**src/hdl/pkfu_pkg.sv**
```systemverilog
// Shared types and constants for the particle kinematic and flipbook update block.
// Depends on nothing; imported by every module of the block.
package pkfu_pkg;

  localparam int DT_W    = 21;
  localparam int LIFE_W  = 31;
  localparam int COORD_W = 32;
  localparam int TEX_W   = 4;

  localparam logic [DT_W-1:0] DT_RESET = 21'd1092;

  typedef struct packed {
    logic [LIFE_W-1:0]         life_in;
    logic [LIFE_W-1:0]         start_life;
    logic signed [COORD_W-1:0] pos_x_in;
    logic signed [COORD_W-1:0] pos_y_in;
    logic signed [COORD_W-1:0] pos_z_in;
    logic signed [COORD_W-1:0] vel_x_in;
    logic signed [COORD_W-1:0] vel_y_in;
    logic signed [COORD_W-1:0] vel_z_in;
    logic signed [COORD_W-1:0] acc_x;
    logic signed [COORD_W-1:0] acc_y;
    logic signed [COORD_W-1:0] acc_z;
    logic [TEX_W-1:0]          texture_index;
  } particle_t;

  typedef struct packed {
    logic [LIFE_W-1:0]         life_out;
    logic signed [COORD_W-1:0] pos_x_out;
    logic signed [COORD_W-1:0] pos_y_out;
    logic signed [COORD_W-1:0] pos_z_out;
    logic signed [COORD_W-1:0] vel_x_out;
    logic signed [COORD_W-1:0] vel_y_out;
    logic signed [COORD_W-1:0] vel_z_out;
    logic [3:0]                cell_col;
    logic [4:0]                cell_row;
    logic [3:0]                next_col;
    logic [4:0]                next_row;
    logic [15:0]               blend_frac;
  } update_t;

  function automatic logic signed [COORD_W-1:0] sat32(input logic signed [63:0] x);
    logic signed [COORD_W-1:0] r;
    if (x > 64'sd2147483647) begin
      r = 32'sh7FFF_FFFF;
    end else if (x < -64'sd2147483648) begin
      r = 32'sh8000_0000;
    end else begin
      r = COORD_W'(x);
    end
    return r;
  endfunction

endpackage

```
**src/hdl/pkfu_frame.sv**
```systemverilog
// Life decrement, life fraction by pipelined restoring division, and flipbook cell lookup.
// Stage 0 ages the particle, stage 1 sets up the division, then STEPS quotient bits per
// stage, last stage picks the cells. Uses pkfu_pkg.
module pkfu_frame import pkfu_pkg::*; #(
  parameter int INNER_GRID = 4,
  parameter int OUTER_GRID = 4,
  parameter int STEPS      = 2,
  parameter int DEPTH      = 13
) (
  input  logic              clk,
  input  logic [DEPTH-1:0]  adv,
  input  logic [DEPTH-1:0]  valid,
  input  logic [DT_W-1:0]   dt,
  input  logic [LIFE_W-1:0] life_in,
  input  logic [LIFE_W-1:0] start_life,
  input  logic [TEX_W-1:0]  texture_index,
  output logic [LIFE_W-1:0] life_out,
  output logic [3:0]        cell_col,
  output logic [4:0]        cell_row,
  output logic [3:0]        next_col,
  output logic [4:0]        next_row,
  output logic [15:0]       blend_frac
);

  localparam int N   = INNER_GRID * INNER_GRID;
  localparam int QI  = $clog2(N);
  localparam int Q   = 16 + QI;
  localparam int NDW = LIFE_W + QI;
  localparam int FW  = $clog2(N + 2);
  localparam int SW  = 16 + FW;
  localparam int BW  = 8;
  localparam int TSH = 2 * TEX_W;
  localparam int TM  = ((1 << TSH) + OUTER_GRID - 1) / OUTER_GRID;
  localparam int FSH = FW + 4;
  localparam int FM  = ((1 << FSH) + INNER_GRID - 1) / INNER_GRID;
  localparam int FPW = FW + FSH + 1;

  typedef struct packed {
    logic [LIFE_W-1:0] life_out;
    logic [LIFE_W-1:0] start;
    logic [BW-1:0]     base_col;
    logic [BW-1:0]     base_row;
  } age_t;

  typedef struct packed {
    logic [LIFE_W-1:0] life_out;
    logic [LIFE_W-1:0] start;
    logic [LIFE_W-1:0] rem;
    logic [Q-1:0]      pend;
    logic [Q-1:0]      quo;
    logic              zero;
    logic              clamp;
    logic [BW-1:0]     base_col;
    logic [BW-1:0]     base_row;
  } div_t;

  // exact x / INNER_GRID by reciprocal multiply for x < 2**FW
  function automatic logic [FW-1:0] fdiv(input logic [FW-1:0] x);
    logic [FPW-1:0] p;
    p = FPW'(x) * FPW'(FM);
    return FW'(p >> FSH);
  endfunction

  age_t                 s0;
  div_t                 dv      [1:DEPTH-2];
  div_t                 dv_next [1:DEPTH-2];
  logic [LIFE_W-1:0]    life_dec;
  logic [TSH+TEX_W:0]   t_prod;
  logic [TEX_W-1:0]     t_q;
  logic [TEX_W-1:0]     t_r;
  logic [BW-1:0]        t_back;
  logic [SW-1:0]        s;
  logic [FW-1:0]        frame;
  logic [FW-1:0]        nxt;
  logic [FW-1:0]        f_q;
  logic [FW-1:0]        f_r;
  logic [FW-1:0]        n_q;
  logic [FW-1:0]        n_r;
  div_t                 fin;

  assign life_dec = (life_in > LIFE_W'(dt)) ? life_in - LIFE_W'(dt) : '0;
  assign t_prod   = (TSH+TEX_W+1)'(texture_index) * (TSH+TEX_W+1)'(TM);
  assign t_q      = TEX_W'(t_prod >> TSH);
  assign t_back   = BW'(t_q) * BW'(OUTER_GRID);
  assign t_r      = TEX_W'(BW'(texture_index) - t_back);

  always_comb begin
    div_t                 cur;
    logic [LIFE_W-1:0]    d;
    logic [NDW-1:0]       nd;
    logic [NDW+15:0]      ext;
    logic [LIFE_W:0]      t;
    logic                 qb;
    d   = s0.start - s0.life_out;
    nd  = NDW'(d) * NDW'(N);
    ext = {nd, 16'b0};
    cur.life_out = s0.life_out;
    cur.start    = s0.start;
    cur.rem      = ext[NDW+15:Q];
    cur.pend     = ext[Q-1:0];
    cur.quo      = '0;
    // zero start or no life left: full fraction
    cur.zero     = (s0.start == '0) || (s0.life_out == '0);
    cur.clamp    = (s0.life_out >= s0.start);
    cur.base_col = s0.base_col;
    cur.base_row = s0.base_row;
    dv_next[1]   = cur;
    for (int i = 2; i <= DEPTH - 2; i++) begin
      cur = dv[i-1];
      for (int k = 0; k < STEPS; k++) begin
        if ((i - 2) * STEPS + k < Q) begin
          t = {cur.rem, cur.pend[Q-1]};
          qb = (t >= {1'b0, cur.start});
          if (qb) begin
            cur.rem = LIFE_W'(t - {1'b0, cur.start});
          end else begin
            cur.rem = t[LIFE_W-1:0];
          end
          cur.pend = cur.pend << 1;
          cur.quo  = {cur.quo[Q-2:0], qb};
        end
      end
      dv_next[i] = cur;
    end
  end

  assign fin   = dv[DEPTH-2];
  assign s     = fin.zero ? (SW'(N) << 16) : (fin.clamp ? '0 : SW'(fin.quo));
  assign frame = FW'(s >> 16);
  assign nxt   = frame + FW'(1);
  assign f_q   = fdiv(frame);
  assign f_r   = frame - FW'(f_q * FW'(INNER_GRID));
  assign n_q   = fdiv(nxt);
  assign n_r   = nxt - FW'(n_q * FW'(INNER_GRID));

  always_ff @(posedge clk) begin
    if (adv[0]) begin
      s0.life_out <= life_dec;
      s0.start    <= start_life;
      s0.base_col <= BW'(t_r) * BW'(INNER_GRID);
      s0.base_row <= BW'(t_q) * BW'(INNER_GRID);
    end
    for (int i = 1; i <= DEPTH - 2; i++) begin
      if (adv[i]) begin
        dv[i] <= dv_next[i];
      end
    end
    if (adv[DEPTH-1]) begin
      life_out   <= fin.life_out;
      cell_col   <= 4'((BW+1)'(fin.base_col) + (BW+1)'(f_r));
      cell_row   <= 5'((BW+1)'(fin.base_row) + (BW+1)'(f_q));
      next_col   <= 4'((BW+1)'(fin.base_col) + (BW+1)'(n_r));
      next_row   <= 5'((BW+1)'(fin.base_row) + (BW+1)'(n_q));
      blend_frac <= s[15:0];
    end
  end

  a_div_setup: assert property (@(posedge clk)
    valid[1] && !dv[1].zero && !dv[1].clamp |-> dv[1].rem < dv[1].start)
    else $error("division setup remainder not below divisor");

  a_div_rem: assert property (@(posedge clk)
    valid[DEPTH-2] && !fin.zero && !fin.clamp |-> fin.rem < fin.start)
    else $error("final division remainder not below divisor");

  a_div_frame: assert property (@(posedge clk)
    valid[DEPTH-2] && !fin.zero && !fin.clamp |-> (fin.quo >> 16) < Q'(N))
    else $error("frame index past last frame");

endmodule

```
**config.mk**
```make
export PLATFORM = sky130hd
export DESIGN_NAME = pkfu_frame
export DESIGN_NICKNAME = d
export VERILOG_FILES = /design/src/hdl/pkfu_pkg.sv /design/src/hdl/pkfu_frame.sv
export SDC_FILE = /design/constraint.sdc
export NUM_CORES = 2
export LEC_CHECK = 0
export BUFFER_PORTS_ARGS = -buffer_cell sky130_fd_sc_hd__buf_2
export CORE_ASPECT_RATIO = 2
export CORE_MARGIN = 2
export CORE_UTILIZATION = 59
export CTS_BUF_LIST = sky130_fd_sc_hd__clkbuf_4 sky130_fd_sc_hd__clkbuf_8
export DETAILED_ROUTE_END_ITERATION = 6
export GPL_TIMING_DRIVEN = 0
export PLACE_DENSITY = 0.83
export SLEW_MARGIN = 20
export SYNTH_ARGS = -nofsm -noshare
export SYNTH_HDL_FRONTEND = slang
export SYNTH_SLANG_ARGS = --single-unit
```
**constraint.sdc**
```tcl
create_clock -name clk -period 6.4 [get_ports clk]
set_input_delay 0.64 -clock clk [delete_from_list [all_inputs] [get_ports clk]]
set_output_delay 0.64 -clock clk [all_outputs]
set_load 0.02 [all_outputs]
```
==> flow_summary.toml <==
[global_routing]
antenna_found_initial = 9
globalRouteOverflowTotal = 0
grt_use_total = 0.350
grt_max_degree = 83
grt_pass1_vias = 62900
grt_pass1_wl_mm = 347

[timing]
maxSlewHeadroom = 0.391
layout_worst_path_cycle_share = 1.06
rsz0062_at_grt = "true"
finalHoldViolations = 0
skew_ns = 0.0703
setup_violations = 101
worst_pin_slew_ns = 0.906
period_needed_ns = 6.81
setup_slack_ns = -0.408
drv_slew = 0
fmax_ghz = 0.147

[floorplanning]
row_count = 187
die_w_um = 259
io_pins = 179
dieArea_sq_um = 134000
start_util = 0.594
dieHeight_um = 515
core_sq_um = 130000

[run]
cap_violations = 0

[clock_tree]
clock-root-buffer = "clkbuf_8"
cts_inserted_buffers = 171
path_clk_slew_ns = 0.08
htree_levels = 4
clock_sinks = 1267
cts_tree = "yes"
ctsLongestPathBuffers = 3
insertion_delay_ns = 0.99

[placed_design]
pre_cts_ws_ns = -3.73
hpwlAfterDp_mm = 179
placedCellCount = 8878
placement.io_buffers = 165
placed_cell_area_sq_um = 80300
gp_congestion = 1.04

[routing]
drc = 4
vias = 59300
wirelength_mm = 242
vias_per_cell = 6.28
ant_nets = 0
wl_per_cell_um = 25.6
dr.pass1.iters = 7
drtIter0Drc = 3424

[worst_setup_path]
required_ns = 7.08
crit_path_end_kind = "register"
arrival_ns = 7.49
startpoint_type = "register"
crit_type = "register to register"
crit_fanout = 8

[hold_path]
hold_path.class = "input port to register"

[yosys]
synth.area.top_cells = "edfxtp_1 49%, ha_1 11%, a21oi_1 4.0%"
synth_edf_count = 1267
yosys.area_share.simple = 0.0994
ys.flop_type = "edfxtp_1"
synthArstFlopShare = 0
syn_inst = 6999
syn-cell-area_sq_um = 77000
yosys.area.top_type = "edfxtp_1"
synth_top_area_frac = 0.494
ys_types = 96
synth_compound_area_frac = 0.165
synth_nets = 7791
synth-seq-cells = 1267
synthXorXnorAreaFrac = 0.0592
synth.area.mux_share = 0.0388
yosysSeqAreaShare = 0.494
syn_avg_cell_area_sq_um = 11.0
yosys_warnings = 0
synthAdderAreaFrac = 0.111
synth_top_family_by_area = "compound AO/OA/AOI/OAI gates"

[finish]
drive_gt1_frac = 0.183
stdcell_count = 9439
design_area_sq_um = 89900
final_nets = 8382
syn2layout_area_growth_pct = 16.8

[outcome]
status = "finished with violations"
violations = "DRC, setup timing"
sequential cells by signal (all words and copies together), names as in the netlist:
register,count
next_col,3
dv,1137
next_row,5
blend_frac,16
cell_col,4
life_out,31
cell_row,5
dv_next,66
worst paths after layout:
| path | startpoint | end | slack (ns) | cells after the start |
|---|---|---|---|---|
| setup / recovery | dv[0][1099] | dv[0][1276] | -0.41 | 24 |
| hold / removal | adv[7] | dv[0][1166] | 0.06 | 1 |
| setup reg to reg | dv[0][1099] | dv[0][1276] | -0.41 | 24 |
| hold reg to reg | dv[0][568] | dv[0][717] | 0.40 | 0 |
kinds of logic (layout without fill, tap and decap cells):
kind of cell | Yosys count | count (layout)
adder cells (fa/ha/maj) | 678 | 678
XOR/XNOR | 520 | 520
flip-flops | 1267 | 1267
AND/OR/NAND/NOR | 1618 | 1618
buffers and inverters | 641 | 1371
AO/OA/AOI/OAI | 2009 | 2010
other | 0 | 8
multiplexers | 266 | 266
critical path, stage by stage, from the launching register on:
cell and delay [ns]:
edfxtp_1 0.48, fa_2 0.55, a211oi_4 0.28, o21ai_2 0.11, a21o_1 0.18, a21o_4 0.24
a211oi_4 0.29, buf_12 0.17, a21oi_4 0.05, nor3b_2 0.25, o21a_4 0.21, buf_12 0.19
mux2_4 0.35, ha_4 0.17, or3_4 0.40, o2111ai_4 0.33, a21oi_2 0.12, a211oi_4 0.31
o31a_1 0.36, o21ai_2 0.11, nor3_2 0.20, nor2_2 0.08, a211o_4 0.54, buf_12 0.25
mux2_2 0.28
per-stage QoR:
stage,hold WS (ns),util,TNS (ns)
2_1_floorplan,0.400,-,0
3_3_place_gp,0.401,0.617,-886.58
3_5_place_dp,0.405,0.620,-839.91
4_1_cts,0.00213,0.677,-0.0984
5_1_grt,0.0105,0.693,-35.48
6_report,0.0577,0.693,-21.03
layout make-up:
type	count	area, sq um
well taps	1701	2130
plain buffers	111	1240
inverters	515	1970
diodes	8	20.0
clock buffers	204	2600
clock inverters	109	1150
fillers	9093	39700
repair buffers	432	3700
flip-flops and latches	1267	38000
multi-input cells	5092	39000
synth_stat cells (all sizes together) (9+ instances only):
library cell and instances:
or3 24, o2111ai 11, a2111o 9, nor3 91, a311oi 12, o21ai 497
and2 51, a31oi 47, nor2b 66, o31a 17, a211oi 87, a21oi 611
clkbuf 86, or2 19, xor2 177, or4 12, a21o 256, o211ai 23
o21a 106, nand4 69, nor4 33, nand2b 111, o21bai 81, nor2 444
nand2 501, ha 666, a41oi 15, fa 12, mux2 258, and3 45
nand3 109, o31ai 54, xnor2 343, nor3b 10, a21boi 20, o22ai 15
edfxtp 1267, o311ai 10, a31o 15, inv 515, a211o 25, a2111oi 17
buf 40, and4 15
what timing repair did:
action                                 in CTS  in global routing
pin swaps                                  86                104
hold buffers                               48                  0
cloned                                      5                  8
resized for setup                         519                345
setup buffers                             117                100
setup endpoints to repair                 289                284
endpoints found under the hold margin      92                  0
layer usage:
| metal | global-route usage | up-vias | wire [um] |
|---|---|---|---|
| li1 | - | 27300 | - |
| met5 | 0 | - | 165 |
| met4 | 0.476 | 8 | 40200 |
| met3 | 0.0654 | 1581 | 11400 |
| met2 | 0.673 | 2402 | 130000 |
| met1 | 0.229 | 28000 | 60200 |
cells in the final DEF (no fill, tap or decap), types with 27 or more instances in the layout:
cell type,instances
a211oi_1,68
a21o_1,254
a21oi_1,557
a21oi_2,29
a31oi_1,35
and2_1,47
and3_1,42
buf_12,37
buf_2,155
buf_4,180
buf_6,30
clkbuf_4,46
clkbuf_8,182
clkinv_1,46
clkinv_2,31
dlygate4sd3_1,48
edfxtp_1,1267
ha_1,608
ha_2,29
ha_4,29
inv_1,495
mux2_2,238
nand2_1,478
nand2b_1,109
nand3_1,102
nand4_1,69
nor2_1,425
nor2b_1,64
nor3_1,82
nor4_1,27
o21a_1,104
o21ai_0,430
o21ai_2,32
o21bai_1,77
o31ai_1,41
xnor2_1,343
xor2_1,177
Power is not shown: default switching activity piles up to over one toggle a cycle in this logic, so the estimate is an artifact.
